===== src/rtl/core/li_ion_charge_controller_assert.svh =====
// Assertion macros shared by the charge controller RTL.
`ifndef LI_ION_CHARGE_CONTROLLER_ASSERT_SVH
`define LI_ION_CHARGE_CONTROLLER_ASSERT_SVH

// Same-cycle implication, checked out of reset.
`define LIC_ASSERT_NOW(lbl, ante, cons, msg) \
	lbl: assert property (@(posedge clk) disable iff (!arst_n) (ante) |-> (cons)) \
		else $error(msg);

// Next-cycle implication, checked out of reset.
`define LIC_ASSERT_NEXT(lbl, ante, cons, msg) \
	lbl: assert property (@(posedge clk) disable iff (!arst_n) (ante) |=> (cons)) \
		else $error(msg);

`endif


===== src/rtl/core/lic_pkg.sv =====
`default_nettype none

package lic_pkg;

	localparam int VOLT_W   = 12;
	localparam int CUR_W    = 12;
	localparam int DUTY_W   = 10;
	localparam int PHASE_W  = 3;
	localparam int TIMER_W  = 13;
	localparam int FULL_W   = 10;
	localparam int RECH_W   = 5;
	localparam int STEPS_W  = 8;
	localparam int CFG_W    = 12;
	localparam int CFG_IDX_W = 3;

	// current thresholds for the extra CV target drops at CV entry
	localparam logic [CUR_W-1:0] STEP_CURRENT_A = 12'd790;
	localparam logic [CUR_W-1:0] STEP_CURRENT_B = 12'd650;
	localparam logic [CUR_W-1:0] STEP_CURRENT_C = 12'd520;
	localparam logic [CUR_W-1:0] STEP_CURRENT_D = 12'd430;

	localparam logic [DUTY_W-1:0]  DUTY_MAX       = 10'd1020;
	localparam logic [DUTY_W-1:0]  DUTY_PRE       = 10'h042;
	localparam logic [DUTY_W-1:0]  DUTY_CC        = 10'h1cd;
	localparam logic [TIMER_W-1:0] CV_STEP_TICKS  = 13'd5400;
	localparam logic [FULL_W-1:0]  FULL_TICKS     = 10'd600;
	localparam logic [FULL_W-1:0]  FULL_DROP      = 10'd10;
	localparam logic [RECH_W-1:0]  RECHARGE_TICKS = 5'd20;
	localparam logic [CUR_W-1:0]   CUR_BAND       = 12'd4;
	localparam logic [VOLT_W-1:0]  CV_BAND        = 12'd20;

	typedef enum logic [PHASE_W-1:0] {
		PH_IDLE = 3'd0,
		PH_PRE  = 3'd1,
		PH_CC   = 3'd2,
		PH_CV   = 3'd3,
		PH_RED  = 3'd4
	} phase_t;

	typedef enum logic [CFG_IDX_W-1:0] {
		REG_FULL_START  = 3'd0,
		REG_PRE_LIMIT   = 3'd1,
		REG_CC_ENTRY    = 3'd2,
		REG_CV_ENTRY    = 3'd3,
		REG_RECHARGE    = 3'd4,
		REG_PRE_CURRENT = 3'd5,
		REG_CC_CURRENT  = 3'd6,
		REG_TERM_CURRENT = 3'd7
	} cfg_idx_t;

	localparam logic [CFG_W-1:0] RST_FULL_START   = 12'd2575;
	localparam logic [CFG_W-1:0] RST_PRE_LIMIT    = 12'd1862;
	localparam logic [CFG_W-1:0] RST_CC_ENTRY     = 12'd1862;
	localparam logic [CFG_W-1:0] RST_CV_ENTRY     = 12'd2482;
	localparam logic [CFG_W-1:0] RST_RECHARGE     = 12'd2420;
	localparam logic [CFG_W-1:0] RST_PRE_CURRENT  = 12'd250;
	localparam logic [CFG_W-1:0] RST_CC_CURRENT   = 12'd950;
	localparam logic [CFG_W-1:0] RST_TERM_CURRENT = 12'd90;

	typedef struct packed {
		logic [VOLT_W-1:0] full_start;
		logic [VOLT_W-1:0] pre_limit;
		logic [VOLT_W-1:0] cc_entry;
		logic [VOLT_W-1:0] cv_entry;
		logic [VOLT_W-1:0] recharge;
		logic [CUR_W-1:0]  pre_current;
		logic [CUR_W-1:0]  cc_current;
		logic [CUR_W-1:0]  term_current;
	} lic_cfg_t;

	typedef struct packed {
		logic [VOLT_W-1:0] voltage;
		logic [CUR_W-1:0]  current;
		logic              present;
		logic              ov_cleared;
		logic              ov_fault;
		logic              temp_fault;
		logic              therm_fault;
		logic              chg_fault;
		logic              temp_marginal;
	} lic_tick_t;

	typedef struct packed {
		phase_t             phase;
		logic               complete;
		logic [DUTY_W-1:0]  duty;
		logic [VOLT_W-1:0]  cv_target;
		logic [TIMER_W-1:0] cv_timer;
		logic [FULL_W-1:0]  full_cnt;
		logic [RECH_W-1:0]  rech_cnt;
		logic [STEPS_W-1:0] step_downs;
	} lic_state_t;

endpackage

`default_nettype wire


===== src/rtl/core/lic_if.sv =====
`default_nettype none

// Tick channel: one sample set per 100 ms tick.
interface lic_item_if;
	import lic_pkg::*;

	logic              valid;
	logic              ready;
	logic [VOLT_W-1:0] battery_voltage;
	logic [CUR_W-1:0]  charge_current;
	logic              charger_present;
	logic              overvoltage_cleared;
	logic              overvoltage_fault;
	logic              temperature_fault;
	logic              thermistor_fault;
	logic              charge_fault;
	logic              temperature_marginal;

	modport source (
		output valid, battery_voltage, charge_current, charger_present,
		output overvoltage_cleared, overvoltage_fault, temperature_fault,
		output thermistor_fault, charge_fault, temperature_marginal,
		input  ready
	);
	modport sink (
		input  valid, battery_voltage, charge_current, charger_present,
		input  overvoltage_cleared, overvoltage_fault, temperature_fault,
		input  thermistor_fault, charge_fault, temperature_marginal,
		output ready
	);
endinterface

// Result channel: one request per tick.
interface lic_result_if;
	import lic_pkg::*;

	logic               valid;
	logic               ready;
	logic               charge_enable;
	logic [DUTY_W-1:0]  pwm_duty;
	logic [PHASE_W-1:0] charge_phase;
	logic               charge_complete;
	logic [VOLT_W-1:0]  cv_target_voltage;
	logic [STEPS_W-1:0] step_down_count;

	modport source (
		output valid, charge_enable, pwm_duty, charge_phase, charge_complete,
		output cv_target_voltage, step_down_count,
		input  ready
	);
	modport sink (
		input  valid, charge_enable, pwm_duty, charge_phase, charge_complete,
		input  cv_target_voltage, step_down_count,
		output ready
	);
endinterface

`default_nettype wire


===== src/rtl/core/lic_cfg.sv =====
`default_nettype none

module lic_cfg (
	input  wire logic                         clk,
	input  wire logic                         arst_n,
	input  wire logic                         we,
	input  wire logic [lic_pkg::CFG_IDX_W-1:0] index,
	input  wire logic [lic_pkg::CFG_W-1:0]     data,
	output lic_pkg::lic_cfg_t                 cfg
);
	import lic_pkg::*;

	lic_cfg_t cfg_q;

	// threshold registers, written one at a time
	always_ff @(posedge clk or negedge arst_n) begin
		if (!arst_n) begin
			cfg_q.full_start   <= RST_FULL_START;
			cfg_q.pre_limit    <= RST_PRE_LIMIT;
			cfg_q.cc_entry     <= RST_CC_ENTRY;
			cfg_q.cv_entry     <= RST_CV_ENTRY;
			cfg_q.recharge     <= RST_RECHARGE;
			cfg_q.pre_current  <= RST_PRE_CURRENT;
			cfg_q.cc_current   <= RST_CC_CURRENT;
			cfg_q.term_current <= RST_TERM_CURRENT;
		end else if (we) begin
			case (cfg_idx_t'(index))
				REG_FULL_START:   cfg_q.full_start   <= data;
				REG_PRE_LIMIT:    cfg_q.pre_limit    <= data;
				REG_CC_ENTRY:     cfg_q.cc_entry     <= data;
				REG_CV_ENTRY:     cfg_q.cv_entry     <= data;
				REG_RECHARGE:     cfg_q.recharge     <= data;
				REG_PRE_CURRENT:  cfg_q.pre_current  <= data;
				REG_CC_CURRENT:   cfg_q.cc_current   <= data;
				REG_TERM_CURRENT: cfg_q.term_current <= data;
				default: ;
			endcase
		end
	end

	assign cfg = cfg_q;

endmodule

`default_nettype wire


===== src/rtl/core/lic_step.sv =====
`default_nettype none

// Next state per tick: phase walk, duty steps, CV and recharge timers.
module lic_step (
	input  wire lic_pkg::lic_cfg_t   cfg,
	input  wire lic_pkg::lic_tick_t  tick,
	input  wire lic_pkg::lic_state_t st,
	output lic_pkg::lic_state_t      nxt,
	output logic                     enable
);
	import lic_pkg::*;

	// one duty step: down wins over up, clamped to 0..DUTY_MAX
	function automatic logic [DUTY_W-1:0] duty_step(input logic [DUTY_W-1:0] d,
			input logic dn, input logic up);
		logic [DUTY_W-1:0] r;
		r = d;
		if (dn) begin
			if (d != '0) r = d - 10'd1;
		end else if (up) begin
			if (d < DUTY_MAX) r = d + 10'd1;
		end
		return r;
	endfunction

	logic                 gate;
	logic [CUR_W:0]       cur_x;
	logic [VOLT_W:0]      volt_x;
	logic                 pre_dn, pre_up, cc_dn, cc_up, cv_dn, cv_up;
	logic [2:0]           drop_n;
	logic [VOLT_W-1:0]    cv_entry_tgt;
	logic [TIMER_W-1:0]   timer_inc;
	logic [FULL_W-1:0]    full_inc;
	logic [RECH_W-1:0]    rech_inc;
	logic [VOLT_W-1:0]    cv_dec;

	assign gate = tick.present && tick.ov_cleared && !tick.ov_fault && !tick.temp_fault
		&& !tick.therm_fault && !tick.chg_fault;

	// hysteresis band compares, one bit wider so band edges never wrap
	assign cur_x  = {1'b0, tick.current};
	assign volt_x = {1'b0, tick.voltage};
	assign pre_dn = cur_x > ({1'b0, cfg.pre_current} + {1'b0, CUR_BAND});
	assign pre_up = (cur_x + {1'b0, CUR_BAND}) < {1'b0, cfg.pre_current};
	assign cc_dn  = tick.current > cfg.cc_current;
	assign cc_up  = (cur_x + {1'b0, CUR_BAND}) < {1'b0, cfg.cc_current};
	assign cv_dn  = tick.voltage > st.cv_target;
	assign cv_up  = (volt_x + {1'b0, CV_BAND}) < {1'b0, st.cv_target};

	// CV entry target: one count lower per step current not below the sample
	assign drop_n = 3'(tick.current <= STEP_CURRENT_A) + 3'(tick.current <= STEP_CURRENT_B)
		+ 3'(tick.current <= STEP_CURRENT_C) + 3'(tick.current <= STEP_CURRENT_D);
	assign cv_entry_tgt = (cfg.cv_entry > {9'd0, drop_n}) ? cfg.cv_entry - {9'd0, drop_n}
		: '0;

	assign timer_inc = st.cv_timer + 13'd1;
	assign full_inc  = st.full_cnt + 10'd1;
	assign rech_inc  = st.rech_cnt + 5'd1;
	assign cv_dec    = (st.cv_target != '0) ? st.cv_target - 12'd1 : '0;

	always_comb begin
		nxt    = st;
		enable = 1'b0;
		if (gate) begin
			if (st.phase == PH_IDLE && tick.voltage >= cfg.full_start) nxt.complete = 1'b1;
			if (!nxt.complete) begin
				if (!tick.temp_marginal) begin
					// phase entries that regulate in the same tick
					if (st.phase == PH_IDLE) begin
						if (tick.voltage != '0 && tick.voltage < cfg.pre_limit) begin
							nxt.phase = PH_PRE;
							nxt.duty  = DUTY_PRE;
						end else if (tick.voltage >= cfg.pre_limit
								&& tick.voltage < cfg.full_start) begin
							nxt.phase = PH_CC;
							nxt.duty  = DUTY_CC;
						end
					end else if (st.phase == PH_RED) begin
						nxt.phase = PH_PRE;
						nxt.duty  = DUTY_PRE;
					end
					case (nxt.phase)
						PH_PRE: begin
							nxt.duty = duty_step(nxt.duty, pre_dn, pre_up);
							if (tick.voltage >= cfg.cc_entry) begin
								nxt.phase = PH_CC;
								nxt.duty  = DUTY_CC;
							end
						end
						PH_CC: begin
							nxt.duty = duty_step(nxt.duty, cc_dn, cc_up);
							if (tick.voltage >= cfg.cv_entry) begin
								nxt.phase      = PH_CV;
								nxt.cv_target  = cv_entry_tgt;
								nxt.cv_timer   = '0;
								nxt.full_cnt   = '0;
								nxt.step_downs = '0;
							end
						end
						PH_CV: begin
							nxt.duty = duty_step(nxt.duty, cv_dn, cv_up);
							// timed target step-down
							if (timer_inc >= CV_STEP_TICKS) begin
								nxt.cv_timer  = '0;
								nxt.cv_target = cv_dec;
								if (st.step_downs != '1) nxt.step_downs = st.step_downs + 8'd1;
							end else begin
								nxt.cv_timer = timer_inc;
							end
							// termination debounce, leaky on high current
							if (tick.current < cfg.term_current) begin
								if (full_inc >= FULL_TICKS) begin
									nxt.full_cnt = '0;
									nxt.complete = 1'b1;
								end else begin
									nxt.full_cnt = full_inc;
								end
							end else begin
								nxt.full_cnt = (st.full_cnt >= FULL_DROP)
									? st.full_cnt - FULL_DROP : '0;
							end
						end
						default: ;
					endcase
				end else begin
					nxt.phase = PH_RED;
					nxt.duty  = duty_step(st.duty, pre_dn, pre_up);
				end
				enable = 1'b1;
			end else begin
				// finished: restart after a debounced low voltage
				if (tick.voltage <= cfg.recharge) begin
					if (rech_inc >= RECHARGE_TICKS) begin
						nxt.rech_cnt = '0;
						nxt.complete = 1'b0;
						nxt.phase    = PH_IDLE;
					end else begin
						nxt.rech_cnt = rech_inc;
					end
				end else begin
					nxt.rech_cnt = '0;
				end
			end
		end
	end

endmodule

`default_nettype wire


===== src/rtl/core/li_ion_charge_controller.sv =====
// Channel  | Dir | Handshake    | Carries
// item     | in  | valid/ready  | voltage, current and flag samples of one tick
// result   | out | valid/ready  | enable, duty, phase, done, CV target, step-downs
// cfg      | in  | cfg_we       | threshold register index and 12-bit value
//
// One tick per cycle sustained unless the result stalls.
// The tick sits in an input register, one pass of next-state logic updates the
// charge state, and that state register doubles as the result register.
// A stalled result holds the state; the input register keeps taking ticks when
// the result moves on in the same cycle.
// Reset clears the charge state and loads threshold defaults; no clearing pass.
`default_nettype none

module li_ion_charge_controller (
	input  wire logic                          clk,
	input  wire logic                          arst_n,
	lic_item_if.sink                           item,
	lic_result_if.source                       result,
	input  wire logic                          cfg_we,
	input  wire logic [lic_pkg::CFG_IDX_W-1:0] cfg_index,
	input  wire logic [lic_pkg::CFG_W-1:0]     cfg_data
);
	import lic_pkg::*;

	`include "li_ion_charge_controller_assert.svh"

	lic_cfg_t   cfg;
	lic_tick_t  tick_s1;
	logic       valid_s1;
	lic_state_t state_q;
	lic_state_t state_nxt;
	logic       en_nxt;
	logic       en_q;
	logic       res_valid_q;
	logic       adv;

	lic_cfg u_cfg (
		.clk    (clk),
		.arst_n (arst_n),
		.we     (cfg_we),
		.index  (cfg_index),
		.data   (cfg_data),
		.cfg    (cfg)
	);

	lic_step u_step (
		.cfg    (cfg),
		.tick   (tick_s1),
		.st     (state_q),
		.nxt    (state_nxt),
		.enable (en_nxt)
	);

	// tick moves into the state when the result slot is free or being taken
	assign adv        = valid_s1 && (!res_valid_q || result.ready);
	assign item.ready = !valid_s1 || adv;

	// input register
	always_ff @(posedge clk) begin
		if (item.valid && item.ready) begin
			tick_s1.voltage       <= item.battery_voltage;
			tick_s1.current       <= item.charge_current;
			tick_s1.present       <= item.charger_present;
			tick_s1.ov_cleared    <= item.overvoltage_cleared;
			tick_s1.ov_fault      <= item.overvoltage_fault;
			tick_s1.temp_fault    <= item.temperature_fault;
			tick_s1.therm_fault   <= item.thermistor_fault;
			tick_s1.chg_fault     <= item.charge_fault;
			tick_s1.temp_marginal <= item.temperature_marginal;
		end
	end

	always_ff @(posedge clk or negedge arst_n) begin
		if (!arst_n) begin
			valid_s1 <= 1'b0;
		end else if (item.ready) begin
			valid_s1 <= item.valid;
		end
	end

	// charge state and result valid
	always_ff @(posedge clk or negedge arst_n) begin
		if (!arst_n) begin
			state_q     <= '0;
			en_q        <= 1'b0;
			res_valid_q <= 1'b0;
		end else begin
			if (adv) begin
				state_q     <= state_nxt;
				en_q        <= en_nxt;
				res_valid_q <= 1'b1;
			end else if (result.ready) begin
				res_valid_q <= 1'b0;
			end
		end
	end

	assign result.valid             = res_valid_q;
	assign result.charge_enable     = en_q;
	assign result.pwm_duty          = state_q.duty;
	assign result.charge_phase      = state_q.phase;
	assign result.charge_complete   = state_q.complete;
	assign result.cv_target_voltage = state_q.cv_target;
	assign result.step_down_count   = state_q.step_downs;

	`LIC_ASSERT_NEXT(a_state_hold, !adv, $stable(state_q) && $stable(en_q),
		"charge state changed without a tick")
	`LIC_ASSERT_NEXT(a_result_load, adv, res_valid_q,
		"tick consumed without a result request")
	`LIC_ASSERT_NOW(a_duty_range, res_valid_q, state_q.duty <= DUTY_MAX,
		"pwm duty above clamp")
	`LIC_ASSERT_NOW(a_rech_only_done, state_q.rech_cnt != '0, state_q.complete,
		"recharge debounce running while charge not finished")
	`LIC_ASSERT_NOW(a_cv_timer_range, 1'b1, state_q.cv_timer < CV_STEP_TICKS,
		"CV step timer past its period")

endmodule

`default_nettype wire

===== src/flat_wrapper.sv =====
// flat-port wrapper written by rule: the top's interface ports become plain ports
module li_ion_charge_controller_flat import lic_pkg::*;
  (clk, arst_n, cfg_we, cfg_index, cfg_data, item_valid, item_battery_voltage, item_charge_current, item_charger_present, item_overvoltage_cleared, item_overvoltage_fault, item_temperature_fault, item_thermistor_fault, item_charge_fault, item_temperature_marginal, item_ready, result_valid, result_charge_enable, result_pwm_duty, result_charge_phase, result_charge_complete, result_cv_target_voltage, result_step_down_count, result_ready);
  lic_item_if item_i ();
  lic_result_if result_i ();
  input  wire logic clk;
  input  wire logic arst_n;
  input  wire logic cfg_we;
  input  wire logic [lic_pkg::CFG_IDX_W-1:0] cfg_index;
  input  wire logic [lic_pkg::CFG_W-1:0] cfg_data;
  input wire logic [$bits(item_i.valid)-1:0] item_valid;
  input wire logic [$bits(item_i.battery_voltage)-1:0] item_battery_voltage;
  input wire logic [$bits(item_i.charge_current)-1:0] item_charge_current;
  input wire logic [$bits(item_i.charger_present)-1:0] item_charger_present;
  input wire logic [$bits(item_i.overvoltage_cleared)-1:0] item_overvoltage_cleared;
  input wire logic [$bits(item_i.overvoltage_fault)-1:0] item_overvoltage_fault;
  input wire logic [$bits(item_i.temperature_fault)-1:0] item_temperature_fault;
  input wire logic [$bits(item_i.thermistor_fault)-1:0] item_thermistor_fault;
  input wire logic [$bits(item_i.charge_fault)-1:0] item_charge_fault;
  input wire logic [$bits(item_i.temperature_marginal)-1:0] item_temperature_marginal;
  output wire logic [$bits(item_i.ready)-1:0] item_ready;
  output wire logic [$bits(result_i.valid)-1:0] result_valid;
  output wire logic [$bits(result_i.charge_enable)-1:0] result_charge_enable;
  output wire logic [$bits(result_i.pwm_duty)-1:0] result_pwm_duty;
  output wire logic [$bits(result_i.charge_phase)-1:0] result_charge_phase;
  output wire logic [$bits(result_i.charge_complete)-1:0] result_charge_complete;
  output wire logic [$bits(result_i.cv_target_voltage)-1:0] result_cv_target_voltage;
  output wire logic [$bits(result_i.step_down_count)-1:0] result_step_down_count;
  input wire logic [$bits(result_i.ready)-1:0] result_ready;
  assign item_i.valid = item_valid;
  assign item_i.battery_voltage = item_battery_voltage;
  assign item_i.charge_current = item_charge_current;
  assign item_i.charger_present = item_charger_present;
  assign item_i.overvoltage_cleared = item_overvoltage_cleared;
  assign item_i.overvoltage_fault = item_overvoltage_fault;
  assign item_i.temperature_fault = item_temperature_fault;
  assign item_i.thermistor_fault = item_thermistor_fault;
  assign item_i.charge_fault = item_charge_fault;
  assign item_i.temperature_marginal = item_temperature_marginal;
  assign item_ready = item_i.ready;
  assign result_valid = result_i.valid;
  assign result_charge_enable = result_i.charge_enable;
  assign result_pwm_duty = result_i.pwm_duty;
  assign result_charge_phase = result_i.charge_phase;
  assign result_charge_complete = result_i.charge_complete;
  assign result_cv_target_voltage = result_i.cv_target_voltage;
  assign result_step_down_count = result_i.step_down_count;
  assign result_i.ready = result_ready;
  li_ion_charge_controller u_core (.clk(clk), .arst_n(arst_n), .item(item_i), .result(result_i), .cfg_we(cfg_we), .cfg_index(cfg_index), .cfg_data(cfg_data));
endmodule

===== config.mk =====
export PLATFORM = sky130hd
export DESIGN_NAME = li_ion_charge_controller_flat
export DESIGN_NICKNAME = d
export VERILOG_FILES = /design/src/rtl/core/lic_pkg.sv /design/src/rtl/core/lic_if.sv /design/src/rtl/core/lic_cfg.sv /design/src/rtl/core/lic_step.sv /design/src/rtl/core/li_ion_charge_controller.sv /design/src/flat_wrapper.sv
export VERILOG_INCLUDE_DIRS = /design/src /design/src/rtl/core
export SDC_FILE = /design/constraint.sdc
export NUM_CORES = 1
export LEC_CHECK = 0
export BUFFER_PORTS_ARGS = -buffer_cell sky130_fd_sc_hd__buf_4
export CORE_MARGIN = 8
export CORE_UTILIZATION = 51
export DETAILED_ROUTE_END_ITERATION = 8
export HOLD_SLACK_MARGIN = 0.06
export PLACE_DENSITY = 0.8
export SYNTH_ARGS = -nofsm -noshare
export SYNTH_HDL_FRONTEND = slang
export SYNTH_SLANG_ARGS = --single-unit

===== constraint.sdc =====
create_clock -name clk -period 6.98 [get_ports clk]
set_clock_uncertainty 0.1 [all_clocks]
set_input_delay 0.349 -clock clk [delete_from_list [all_inputs] [get_ports clk]]
set_output_delay 0.349 -clock clk [all_outputs]
set_load 0.01 [all_outputs]

# After elaboration in Yosys (flattened, before gate mapping)
# Cells that the tools add are included.
totals:
  regBits: 192
  inputBits: 51
  output_inout_bits: 37
  word_cells: 194
classes:
  addsub: 17
  n_lt_le_gt_ge: 25
  eq_ne: 20
  n_mux: 61
  n_bitwise: 2
  n_reduce_logical: 41
ops:
  columns: ["op", "count"]
  rows:
  - ["two-way mux 10 bit", 24]
  - ["one-hot mux 35 bit (2 select lines)", 1]
  - [">= comparator 12 bit", 4]
  - ["< comparator 13 x 12 -> 1 bit", 3]
  - ["less-or-equal comparator 12 x 10 -> 1 bit, second input constant", 3]
  - ["< comparator 12 bit", 3]
  - ["two-way mux 12 bit", 3]
  - ["two-way mux 35 bit", 1]
  - ["adder 10 x 1 -> 10 bit, second input constant", 3]
  - ["two-way mux 3 bit", 10]
  - ["one-hot mux 10 bit (3 select lines)", 1]
  - ["adder 12 x 3 -> 13 bit, second input constant", 2]
  - ["greater-than comparator 12 bit", 2]
  - ["two-way mux 8 bit", 3]
  - ["nonzero test 12 bit", 2]
  - ["< comparator 10 bit, second input constant", 2]
  - ["nonzero test 10 bit", 2]
  - ["subtractor 10 x 1 -> 10 bit, second input constant", 2]
  - ["AND reduction 2 bit", 9]
  - ["one-hot mux 8 bit (2 select lines)", 1]
  - ["equality test 3 bit, second input constant", 5]
  - ["adder 12 x 5 -> 13 bit, second input constant", 1]
  - ["adder 13 x 1 -> 13 bit, second input constant", 1]
  - [">= comparator 13 bit, second input constant", 1]
  - ["37 further kinds", 77]

# Depth between registers and ports, before layout
# Gate-level depths: netlist (run 1).
depth:
  ltp_word: 15
  depth_mapped: 22
  mapped_depth_nobuf: 22

# By module
# From an unflattened synthesis (run 1), not the netlist that was laid out.
hier_totals:
  cells_unflattened: 1760
  hier_area_um2: 16215.6
by_module_without_submodules:
  columns: ["mod", "n_inst", "cells_each", "area_each_um2", "seq_area_each_um2"]
  rows:
  - ["lic_step", 1, 1348, 8623.3, 0.0]
  - ["li_ion_charge_controller", 1, 204, 3858.7, 2557.5]
  - ["lic_cfg", 1, 208, 3733.6, 2461.1]

# Worst setup path after synthesis (run 1)
# No wires, ideal clock.
synth_timing:
  kind: "register -> register"
  start: "register u_core.u_cfg.cfg_q, in the netlist u_core.u_cfg.cfg[27]"
  end: "register u_core.state_q, in the netlist u_core.result.pwm_duty[9]"
  setup_ns: 0.134
  arrival_time_ns: 4.673
  required_ns: 6.746
  path_slack_ns: 2.073
  stages_incl_launch_ff: 22
  path_buffers: 1
  synth_period_minus_slack_ns: 4.907
  path_cell_list: "dfstp_2 > ha_1 > nand3_1 > or2_2 > nor3_1 > xnor2_1 > ha_1 > nand2_1 > nor4_1 > or3_1 > a31oi_1 > clkbuf_1 > ha_1 > a21o_1 > a21oi_1 > o21ai_0 > o41ai_1 > o21ai_0 > xnor2_1 > and3_1 > o21ai_0 > nand4_1"
synth_via:
  elab_chain_len: 6
  elab_cells_between_ends: 13
  classes_between: "1 x add/sub; 2 x order compare; 3 x eq/ne; 6 x mux; 1 x reduce/logical"
synth_lines:
  columns: ["item", "line", "rtl"]
  rows:
  - ["start, declared", "lic_cfg.sv:13", "lic_cfg_t cfg_q;"]
  - ["adder 12 x 3 -> 13 bit or < comparator 13 x 12 -> 1 bit (tied branches)", "lic_step.sv:43, lic_step.sv:44", null]
  - ["greater-than comparator 12 x 13 -> 1 bit or two-way mux 10 bit (tied branches)", "lic_step.sv:43, lic_step.sv:20", null]
  - ["two-way mux 10 bit", "lic_step.sv:18", "if (dn) begin"]
  - ["two-way mux 10 bit", "lic_step.sv:85", "if (tick.voltage >= cfg.cc_entry) begin"]
  - ["one-hot mux 10 bit (3 select lines)", "lic_step.sv:82", "case (nxt.phase)"]
  - ["two-way mux 10 bit", "lic_step.sv:67", "if (!tick.temp_marginal) begin"]
  - ["end signal, assigned", "li_ion_charge_controller.sv:89", "state_q <= state_nxt;"]
  - ["end, declared", "li_ion_charge_controller.sv:30", "lic_state_t state_q;"]
# Several ways; a longest one is shown, not always the timed one.
# A chain may end at the register's enable or synchronous reset.

# Worst setup path after layout (run 1)
layout_timing:
  start: "register u_core.tick_s1[27] in the netlist's numbering"
  end: "register u_core.state_q, in the netlist u_core.result.pwm_duty[6]"
layout_via:
  elab_chain_len: 15
  elab_cells_between_ends: 46
  classes_between: "3 x add/sub; 8 x order compare; 3 x eq/ne; 25 x mux; 1 x bitwise; 6 x reduce/logical"
layout_lines:
  columns: ["item", "line", "rtl"]
  rows:
  - ["start, declared", "li_ion_charge_controller.sv:28", "lic_tick_t tick_s1;"]
  - [">= comparator 12 bit or < comparator 12 bit (tied branches)", "lic_step.sv:73, lic_step.sv:74", null]
  - ["logical AND 1 bit", "lic_step.sv:74", "&& tick.voltage < cfg.full_start) begin"]
  - ["two-way mux 10 bit", "lic_step.sv:73", "end else if (tick.voltage >= cfg.pre_limit"]
  - ["two-way mux 10 bit", "lic_step.sv:70", "if (tick.voltage != '0 && tick.voltage < cfg.pre_limit) begin"]
  - ["two-way mux 10 bit", "lic_step.sv:69", "if (st.phase == PH_IDLE) begin"]
  - ["two-way mux 10 bit", "lic_step.sv:67", null]
  - ["two-way mux 10 bit", "lic_step.sv:66", "if (!nxt.complete) begin"]
  - ["two-way mux 10 bit", "lic_step.sv:64", "if (gate) begin"]
  - ["adder 10 x 1 -> 10 bit or < comparator 10 bit (tied branches)", "lic_step.sv:21", "if (d < DUTY_MAX) r = d + 10'd1;"]
  - ["two-way mux 10 bit", "lic_step.sv:21", null]
  - ["two-way mux 10 bit", "lic_step.sv:20", "end else if (up) begin"]
  - ["two-way mux 10 bit", "lic_step.sv:18", null]
  - ["two-way mux 10 bit", "lic_step.sv:85", null]
  - ["one-hot mux 10 bit (3 select lines)", "lic_step.sv:82", null]
  - ["two-way mux 10 bit", "lic_step.sv:67", null]
# Several ways; a longest one is shown, not always the timed one. The select of a mux whose other input is x is not followed.

==> results of run 1 <==
-- flip-flops by register name, indices dropped and copies added, names as in the netlist --
name	flops
u_core.result.valid	1
u_core.u_cfg.cfg	96
u_core.result.step_down_count	8
u_core.result.charge_enable	1
u_core.result.pwm_duty	10
u_core.valid_s1	1
u_core.result.charge_phase	3
u_core.result.cv_target_voltage	12
u_core.state_q	28
u_core.tick_s1	31
u_core.result.charge_complete	1
-- critical path, stage by stage, from the launching register on --
cell and delay (ns):
edfxtp_1 0.61, ha_1 0.39, nand4_1 0.16, a211o_1 0.35, a31oi_1 0.68, nand2b_1 0.47
a21oi_2 0.16, inv_1 0.14, ha_1 0.29, nand3_1 0.15, nor4_1 0.45, a41oi_2 0.25
o211ai_1 0.37, o2bb2ai_1 0.17, a221oi_1 0.31, o2111ai_1 0.17, o211a_1 0.16
-- area by class of cell --
class,instances,area [µm²],share of cell area [%]
Tap cell,390,488.0,2.910
Multi-Input combinational cell,1289,9102,54.29
Timing Repair Buffer,129,1055,6.291
Sequential cell,192,5019,29.93
Clock inverter,12,122.6,0.7313
Inverter,142,533.0,3.179
Clock buffer,20,446.7,2.664
-- worst paths after layout --
| path | startpoint | end | cells past startpoint | slack, ns |
|---|---|---|---|---|
| worst max-delay path | u_core.tick_s1[27] | u_core.result.pwm_duty[6] | 16 | 1.50 |
| worst max register to register | u_core.tick_s1[27] | u_core.result.pwm_duty[6] | 16 | 1.50 |
| max in group asynchronous | arst_n | u_core.u_cfg.cfg[33] | 3 | 4.82 |
| worst min register to register | u_core.result.charge_enable | u_core.result.charge_enable | 2 | 0.39 |
| min in group asynchronous | arst_n | u_core.u_cfg.cfg[43] | 2 | 0.49 |
| worst min-delay path | result_ready | u_core.result.valid | 3 | 0.09 |
-- metal layers --
layer  wire (µm)  vias to the layer above
met3        3218                       97
met4        1334                        0
met1       19200                     6511
met5           0                        -
met2       20630                      604
li1            -                     6337
-- power breakdown --
part | total (mW) | switching [mW] | internal (mW)
sequential | 1.48 | 0.151 | 1.33
clock | 0.991 | 0.478 | 0.513
combinational | 1.56 | 0.948 | 0.616
-- cells by family (layout without fill, tap and decap cells) --
kind of cell / after synthesis / count (layout) / share of synthesized area [%]
flip-flops: 192 / 192 / 33.08
multiplexers: 59 / 59 / 4.338
AND/OR/NAND/NOR: 535 / 535 / 17.59
AO/OA/AOI/OAI: 469 / 469 / 20.49
adder cells (fa/ha/maj): 170 / 170 / 14.17
buffers and inverters: 241 / 303 / 7.093
XOR/XNOR: 56 / 56 / 3.233
-- layout by cell type (no fill, tap or decap), drive strengths merged, types with 10 or more instances in the layout --
master	count
dfstp	47
clkbuf	20
buf	96
a211oi	14
nand2b	24
dfrtp	114
inv	148
o21a	16
o31ai	16
nand4	29
a221oi	11
mux2	54
and3	16
o22ai	13
nor2b	12
dlygate4sd3	33
nor2	116
nand4b	10
a31oi	26
a21o	24
nand2	156
edfxtp	31
xor2	14
a21oi	86
nand3	59
nor4	20
o21ai	157
nor3	44
and2	10
xnor2	42
ha	167
o211ai	12
-- stage by stage --
| stage | instances | setup WS, ns | hold slack [ns] |
|---|---|---|---|
| after floorplan | 1722 | 2.073 | -0.04659 |
| after global placement | 2109 | 1.792 | 0.3671 |
| after detailed placement | 2109 | 1.601 | 0.3730 |
| after CTS | 2174 | 1.596 | 0.07994 |
| after global routing | 2174 | 1.037 | 0.1035 |
| final | 2174 | 1.500 | 0.08684 |
-- timing repair --
| action | in CTS | in global routing |
|---|---|---|
| setup endpoints to repair | 0 | 0 |
| hold buffers | 33 | 0 |
| endpoints found under the hold margin | 90 | 0 |
| setup buffers | 0 | 0 |
==> metrics.txt, run 1 <==
status=finished, final reports clean; synth warn=0; H-tree Lvls=4; Slew HR=17.09%; asr flop ratio synth=a little over four fifths; area post-placement=0.01587 mm²; met1 Use GR=roughly a third; share of layout cells above drive strength 1=15.08%; pins over their slew limit=0; die area=between 0.03 and 0.04 mm²; drt drc=0; dpl hpwl=~33 mm; flops & latches, synth=192; Highest Clock Rate=182.5 MHz; most frequent cells after synthesis=ha_1, nand2_1, o21ai_0; Synth Flop Type=dfrtp_1; maxcap violations=0; CP Launch Type=flop; Final setup viols=0; final instance area=about 0.017 mm²; initial antenna violation count=0; ant diodes=0; area grow syn2layout=10.52%; TNS Setup=0 ns; CP arrival=5.72 ns; Die Span Y=~190 µm; global-route wire length before repair=71.32 mm; CP required=a little over 7 ns; vias=between 10000 and 15000; Die X=between 150 and 200 µm; CTS Buf Count=17; number of synthesized flops with an enable pin=31; vias in the first global route=13140; hold crit path type=in -> reg; Final period util=approximately four fifths; most frequent cell after synthesis=ha_1; count of port buffers added during placement=87; sequential share of the synthesized area=about a third; pin count of the biggest net entering global routing=94; Starting Density=51.46%; DR WL/cell=roughly 20 µm; Leakage=7.266 nW; Net Count, Synth=1943; total power=4.035 mW; Final min period=approximately 5.5 ns; Synth Instances=1722; Antenna Nets Post-Route=0; Starting DRT DRC Count=1678; Avg Inst Size Synth=8.810 µm²; Most Crowded Layer GR=met2; RSZ-0062 raised after global routing=false; via-per-instance ratio=just over 6; detailed-route wire length=44.39 mm; hold violation total from the final report=0; Yosys top cell by area=dfrtp_1; grt total ovfl=0; GRT Util Overall=between 20 and 25%; drt pass-1 iters=6; clock slew at reported path FFs=0.08 ns; grt met3 use=4.251%; layout net count=1992; Pwr per Cell Area=240.7 mW/mm²; site row count=63; Worst setup EP type=flop; Yosys cell types=95; Worst Max-Slew Pin Slew=between 1 and 1.5 ns; Crit Path Class=reg -> reg; root buffer cell=clkbuf_16; # fillers=2617; Finished Core Util=56.87%; CTS Sinks=192; Worst-Skew Late Latency=0.44 ns; IR drop worst, VDD=0.0001668 V; critical path fanouts, max=11; routing usage on met2=around two fifths; cell area after synthesis=0.01517 mm²; Max Buffers Root-to-Sink=2; gpl congestion=1.024; # IOs=88; top post-synthesis cells by area=dfrtp_1, ha_1, dfstp_2, edfxtp_1, o21ai_0; CTS tree=built; CTS resizes=0; core area=0.02948 mm²; area share of the largest cell type after synthesis=18.80%
No activity file was read; power rests on OpenSTA's default activity.
==> run 2: changes to the inputs <==
--- a/config.mk
+++ b/config.mk
@@ -11,7 +11,7 @@
 export CORE_UTILIZATION = 51
 export DETAILED_ROUTE_END_ITERATION = 8
 export HOLD_SLACK_MARGIN = 0.06
-export PLACE_DENSITY = 0.8
+export PLACE_DENSITY = 0.82
 export SYNTH_ARGS = -nofsm -noshare
 export SYNTH_HDL_FRONTEND = slang
 export SYNTH_SLANG_ARGS = --single-unit
==> constraint.sdc (replaced) <==
create_clock -name clk -period 4.7 [get_ports clk]
set_clock_uncertainty 0.1 [all_clocks]
set_input_delay 0.235 -clock clk [delete_from_list [all_inputs] [get_ports clk]]
set_output_delay 0.235 -clock clk [all_outputs]
set_load 0.01 [all_outputs]
==> metrics.txt, run 2 (synthesis results as in run 1) <==
status=finished, final reports clean (unchanged); Met3 Wirelength=3.628 mm (was 3.218 mm); Final setup viols=0 (unchanged); Hold Slack=0.1696 ns (was 0.08684 ns); layout net count=2057 (was 1992); Pwr per Cell Area=357.8 mW/mm² (was 240.7 mW/mm²); # fillers=2515 (was 2617); Worst Max-Slew Pin Slew=1.218 ns (was 1.244 ns); core area=0.02948 mm² (unchanged); leading cell type in the layout, fill and taps excluded=ha_1 (unchanged); Antenna Nets Post-Route=0 (unchanged); GRT Util Overall=25.46% (was 24.54%); Starting DRT DRC Count=1546 (was 1678); gpl congestion=1.000 (was 1.024); # IOs=88 (unchanged); drt pass-1 iters=7 (was 6); Final period util=96.99% (was 78.51%); vias=13980 (was 13550); Die Span Y=188.5 µm (unchanged); total power=6.224 mW (was 4.035 mW); Slew HR=18.37% (was 17.09%); initial antenna violation count=0 (unchanged); critical path fanouts, max=4 (was 11); Leakage=7.609 nW (was 7.266 nW); share of layout cells above drive strength 1=17.90% (was 15.08%); area grow syn2layout=14.67% (was 10.52%); drt drc=0 (unchanged); CP required=4.93 ns (was 7.22 ns); routed wl met2=21.51 mm (was 20.63 mm); pin count of the biggest net entering global routing=60 (was 94); ant diodes=0 (unchanged); CTS Buf Count=17 (unchanged); detailed-route wire length=46.31 mm (was 44.39 mm); Final min period=4.558 ns (was 5.480 ns); IR drop worst, VDD=0.0002130 V (was 0.0001668 V); slowest CP cell=dfstp_2 (was a31oi_1); DR WL/cell=20.68 µm (was 20.42 µm); H-tree Lvls=4 (unchanged); die area=0.03552 mm² (unchanged); fin cells=2239 (was 2174); max FFs per register=96 (unchanged); clock slew at reported path FFs=0.08 ns (about the same); crit path cell chain=ha_2 > nand3_1 > or2_4 > nor3_4 > xnor2_1 > ha_1 > nand2_1 > nor4_1 > or3_1 > a31oi_4 > buf_12 > ha_1 > nor2b_1 > o21ai_1 > nand2b_1 > a21o_1 > a21o_1 > a21o_1 > a21oi_2 > xor2_1 > a31oi_1 > o21a_1 (was ha_1 > nand4_1 > a211o_1 > a31oi_1 > nand2b_1 > a21oi_2 > inv_1 > ha_1 > nand3_1 > nor4_1 > a41oi_2 > o211ai_1 > o2bb2ai_1 > a221oi_1 > o2111ai_1 > o211a_1); maxcap violations=0 (unchanged); site row count=63 (unchanged); Top delay family on crit path=compound AO/OA/AOI/OAI gates (unchanged); count of port buffers added during placement=87 (unchanged); Max Buffers Root-to-Sink=2 (unchanged); Placed Instances=2152 (was 2109); pins over their slew limit=0 (unchanged); vias in the first global route=13610 (was 13140); CP Launch Type=flop (unchanged); CP arrival=4.79 ns (was 5.72 ns); global-route wire length before repair=73.55 mm (was 71.32 mm); most frequent cells in the layout=ha_1, nand2_1, o21ai_0, buf_4, inv_1 (was ha_1, nand2_1, o21ai_0, inv_1, nor2_1); dpl hpwl=33.47 mm (was 33.20 mm); Met1 Wirelength=19.17 mm (was 19.20 mm); Crit Path Class=reg -> reg (unchanged); hold crit path type=in -> reg (unchanged); root buffer cell=clkbuf_16 (unchanged); Worst path max stage delay=0.56 ns (was 0.68 ns); via-per-instance ratio=6.242 (was 6.232); grt total ovfl=0 (unchanged); WP buf/inv=1 (unchanged); Starting Density=51.46% (unchanged); Top Layer Used=met4 (unchanged); CTS tree=built (unchanged); cell mode on critical path=a21o_1 (was ha_1); Highest Clock Rate=219.4 MHz (was 182.5 MHz); TNS Setup=0 ns (unchanged); CTS Sinks=192 (unchanged); hold violation total from the final report=0 (unchanged); RSZ-0062 raised after global routing=true (was false); Worst setup EP type=flop (unchanged); Worst-Skew Late Latency=0.45 ns (was 0.44 ns); Die X=188.5 µm (unchanged)
==> run 2: changes by cell type in the layout (fill, tap and decap cells not counted), sizes merged <==
cell / previous run / this run
dlygate4sd3: 33 / 47
clkinv: 4 / 6
clkinvlp: 1 / 0
inv: 148 / 150
buf: 96 / 147
clkbuf: 20 / 17
==> run 2: cell type report <==
type	instances	area, µm²	share of cell area [%]
multi-input cells	1289	9164	52.68
flip-flops and latches	192	5019	28.85
repair buffers	194	1603	9.213
inverters	142	533.0	3.064
well taps	390	488.0	2.805
clock buffers	17	425.4	2.445
clock inverters	15	165.2	0.9494
==> run 2: layer usage <==
| layer | vias up | track usage (%) |
|---|---|---|
| met5 | - | 0 |
| met2 | 664 | 41.56 |
| met1 | 6698 | 32.68 |
| li1 | 6479 | - |
| met3 | 134 | 4.529 |
| met4 | 0 | 11.06 |
==> run 2: final timing paths <==
path	start	to	slack, ns	depth (start not counted)
setup / recovery	u_core.u_cfg.cfg[27]	u_core.result.pwm_duty[8]	0.14	22
hold / removal	cfg_index[0]	u_core.u_cfg.cfg[40]	0.17	4
setup reg to reg	u_core.u_cfg.cfg[27]	u_core.result.pwm_duty[8]	0.14	22
hold reg to reg	u_core.result.charge_enable	u_core.result.charge_enable	0.39	2
max in group asynchronous	arst_n	u_core.result.pwm_duty[5]	3.15	3
min in group asynchronous	arst_n	u_core.u_cfg.cfg[43]	0.21	2
==> run 2: power breakdown <==
part / switching, mW / internal [mW]
registers: 0.227 / 1.97
clock network: 0.761 / 0.762
logic: 1.46 / 1.04
total: 2.45 / 3.77
==> run 2: timing repair <==
| item | 4_1_cts | 5_1_grt |
|---|---|---|
| buffers inserted | 0 | 8 |
| resized for setup | 2 | 11 |
| hold buffers | 47 | 0 |
| endpoints found under the hold margin | 150 | 0 |
| pin swaps | 0 | 6 |
| setup endpoints to repair | 3 | 7 |
==> run 2: metrics by stage <==
stage	worst slack [ns]	cell area [µm²]	utilization, %
after floorplan	0.03598	15170	-
after global placement	-0.01202	16200	54.96
after detailed placement	-0.1185	16200	54.96
after CTS	0.006957	17280	58.61
after global routing	-0.07697	17400	59.01
final	0.1415	17400	59.01
==> run 2: tightest hold or removal path: cells and delay by family <==
family                 cells  cell delay (ns)
and+or+nand+nor            2             0.27
AOI/OAI and AO/OA          1             0.07
buffers and inverters      1             0.13
==> run 3: changes to the inputs <==
--- a/config.mk
+++ b/config.mk
@@ -7,11 +7,13 @@
 export NUM_CORES = 1
 export LEC_CHECK = 0
 export BUFFER_PORTS_ARGS = -buffer_cell sky130_fd_sc_hd__buf_4
+export CELL_PAD_IN_SITES_DETAIL_PLACEMENT = 0
+export CELL_PAD_IN_SITES_GLOBAL_PLACEMENT = 1
 export CORE_MARGIN = 8
-export CORE_UTILIZATION = 51
+export CORE_UTILIZATION = 44
 export DETAILED_ROUTE_END_ITERATION = 8
 export HOLD_SLACK_MARGIN = 0.06
-export PLACE_DENSITY = 0.82
+export PLACE_DENSITY = 0.89
 export SYNTH_ARGS = -nofsm -noshare
 export SYNTH_HDL_FRONTEND = slang
 export SYNTH_SLANG_ARGS = --single-unit
==> metrics.txt, run 3 (synthesis results as in run 1) <==
final instance area=0.01749 mm² (was 0.01740 mm²); Crit Path Class=reg -> reg (unchanged); # IOs=88 (unchanged); Hold Slack=0.1756 ns (was 0.1696 ns); IR drop worst, VDD=0.0002757 V (was 0.0002130 V); worst hold start=cfg_index[0] (unchanged); detailed-route wire length=45.49 mm (was 46.31 mm); ant diodes=0 (unchanged); vias=13500 (was 13980); RSZ-0062 raised after global routing=false (was true); global-route wire length before repair=71.96 mm (was 73.55 mm); share of layout cells above drive strength 1=18.03% (was 17.90%); leading cell type in the layout, fill and taps excluded=ha_1 (unchanged); grt total ovfl=0 (unchanged); Worst Max-Slew Pin Slew=1.182 ns (was 1.218 ns); hold crit path type=in -> reg (unchanged); H-tree Lvls=4 (unchanged); status=finished, final reports clean (unchanged); max FFs per register=96 (unchanged); Slew HR=20.84% (was 18.37%); site row count=68 (was 63); vias in the first global route=12870 (was 13610); pins over their slew limit=0 (unchanged); Highest Clock Rate=225.9 MHz (was 219.4 MHz); Die X=201.7 µm (was 188.5 µm); drt pass-1 iters=7 (unchanged); CP required=4.95 ns (was 4.93 ns); Starting DRT DRC Count=1140 (was 1546); core area=0.03429 mm² (was 0.02948 mm²); area post-placement=0.01630 mm² (was 0.01620 mm²); Die Span Y=201.7 µm (was 188.5 µm); Starting Density=44.25% (was 51.46%); Critical Path Start=u_core.tick_s1[20] (was u_core.u_cfg.cfg[27]); Pwr per Cell Area=353.7 mW/mm² (was 357.8 mW/mm²); CTS Buf Count=17 (unchanged); total power=6.188 mW (was 6.224 mW); maxcap violations=0 (unchanged); Leakage=7.608 nW (was 7.609 nW); CP Launch Type=flop (unchanged); root buffer cell=clkbuf_16 (unchanged); drt drc=0 (unchanged); die area=0.04068 mm² (was 0.03552 mm²); hold violation total from the final report=0 (unchanged); fin cells=2307 (was 2239); CTS Sinks=192 (unchanged); Worst setup EP type=flop (unchanged); pin count of the biggest net entering global routing=106 (was 60); most frequent cells in the layout=ha_1, nand2_1, o21ai_0, buf_4, inv_1 (unchanged); pre-CTS WS=-0.1734 ns (was -0.1185 ns); Worst-Skew Late Latency=0.47 ns (was 0.45 ns); dpl hpwl=33.85 mm (was 33.47 mm); clock slew at reported path FFs=0.08 ns (about the same); gpl congestion=1.003 (was 1.000); Final setup viols=0 (unchanged); count of port buffers added during placement=87 (unchanged); CTS tree=built (unchanged); DR WL/cell=19.72 µm (was 20.68 µm); Final min period=4.427 ns (was 4.558 ns); via-per-instance ratio=5.850 (was 6.242); critical path fanouts, max=5 (was 4); layout net count=2060 (was 2057); initial antenna violation count=0 (unchanged); Max Buffers Root-to-Sink=2 (unchanged); CP arrival=4.68 ns (was 4.79 ns); Antenna Nets Post-Route=0 (unchanged); FF-to-FF Start=u_core.tick_s1[20] (was u_core.u_cfg.cfg[27]); Final period util=94.20% (was 96.99%); GRT Util Overall=22.01% (was 25.46%); area grow syn2layout=15.31% (was 14.67%); slack of the critical path=0.2726 ns (was 0.1415 ns); Placed Instances=2221 (was 2152)
==> run 3: cell count changes in the layout (fill, tap and decap cells not counted), moves of 2 or more <==
cell and delta:
inv_6 +2, buf_4 +4, o21ai_1 +2, clkinv_2 -2, buf_12 -2, inv_8 -3
clkinv_4 +2
==> run 3: cell type report <==
type                            instances  area, µm²
Inverter                              142      536.8
Clock buffer                           18      429.2
Multi-Input combinational cell       1289       9165
Fill cell                            3196      16790
Tap cell                              455      569.3
Timing Repair Buffer                  197       1604
Clock inverter                         14      170.2
Sequential cell                       192       5019
==> run 3: final timing paths <==
path	endpoint	slack, ns	cells past startpoint
worst max-delay path	u_core.result.pwm_duty[6]	0.27	17
worst min-delay path	u_core.u_cfg.cfg[70]	0.18	4
worst max register to register	u_core.result.pwm_duty[6]	0.27	17
worst min register to register	u_core.result.valid	0.39	1
max in group asynchronous	u_core.u_cfg.cfg[56]	3.07	3
min in group asynchronous	u_core.u_cfg.cfg[43]	0.35	2
==> run 3: routing by layer <==
metal | GRT usage, % | wire [µm] | up-vias
met4 | 7.644 | 1262 | 0
met2 | 35.30 | 21100 | 451
li1 | - | - | 6484
met5 | 0 | 0 | -
met1 | 30.00 | 20420 | 6480
met3 | 3.136 | 2703 | 81
==> run 3: metrics by stage <==
step,TNS [ns],util (%)
2_1_floorplan,0,-
6_report,0,51.02
3_3_place_gp,-0.09234,47.54
4_1_cts,0,50.71
3_5_place_dp,-0.2161,47.54
5_1_grt,0,51.02
==> run 3: where the power goes <==
group,switching (mW),internal [mW]
Sequential,0.220,1.97
Clock,0.722,0.806
Combinational,1.44,1.03
Total,2.38,3.81
==> run 3: worst max-delay path, cell delays in order (launching register included) <==
cell and delay, ns:
edfxtp_1 0.53, ha_1 0.36, nor2b_1 0.14, o211ai_1 0.22, a211oi_1 0.19, o31a_2 0.40, and3_1 0.23, a21oi_1 0.24
ha_1 0.31, nand3_1 0.12, nor4_1 0.19, buf_4 0.17, a41oi_2 0.14, o211ai_1 0.17, o2bb2ai_1 0.15, a221oi_1 0.33
o2111ai_1 0.20, o211a_1 0.15
==> run 3: timing repair <==
item | CTS | global route
endpoints found under the hold margin | 173 | 0
gates resized for setup | 2 | 13
pin swaps | 0 | 7
setup buffers | 0 | 7
hold buffers | 47 | 0
endpoints found under the setup margin | 3 | 5
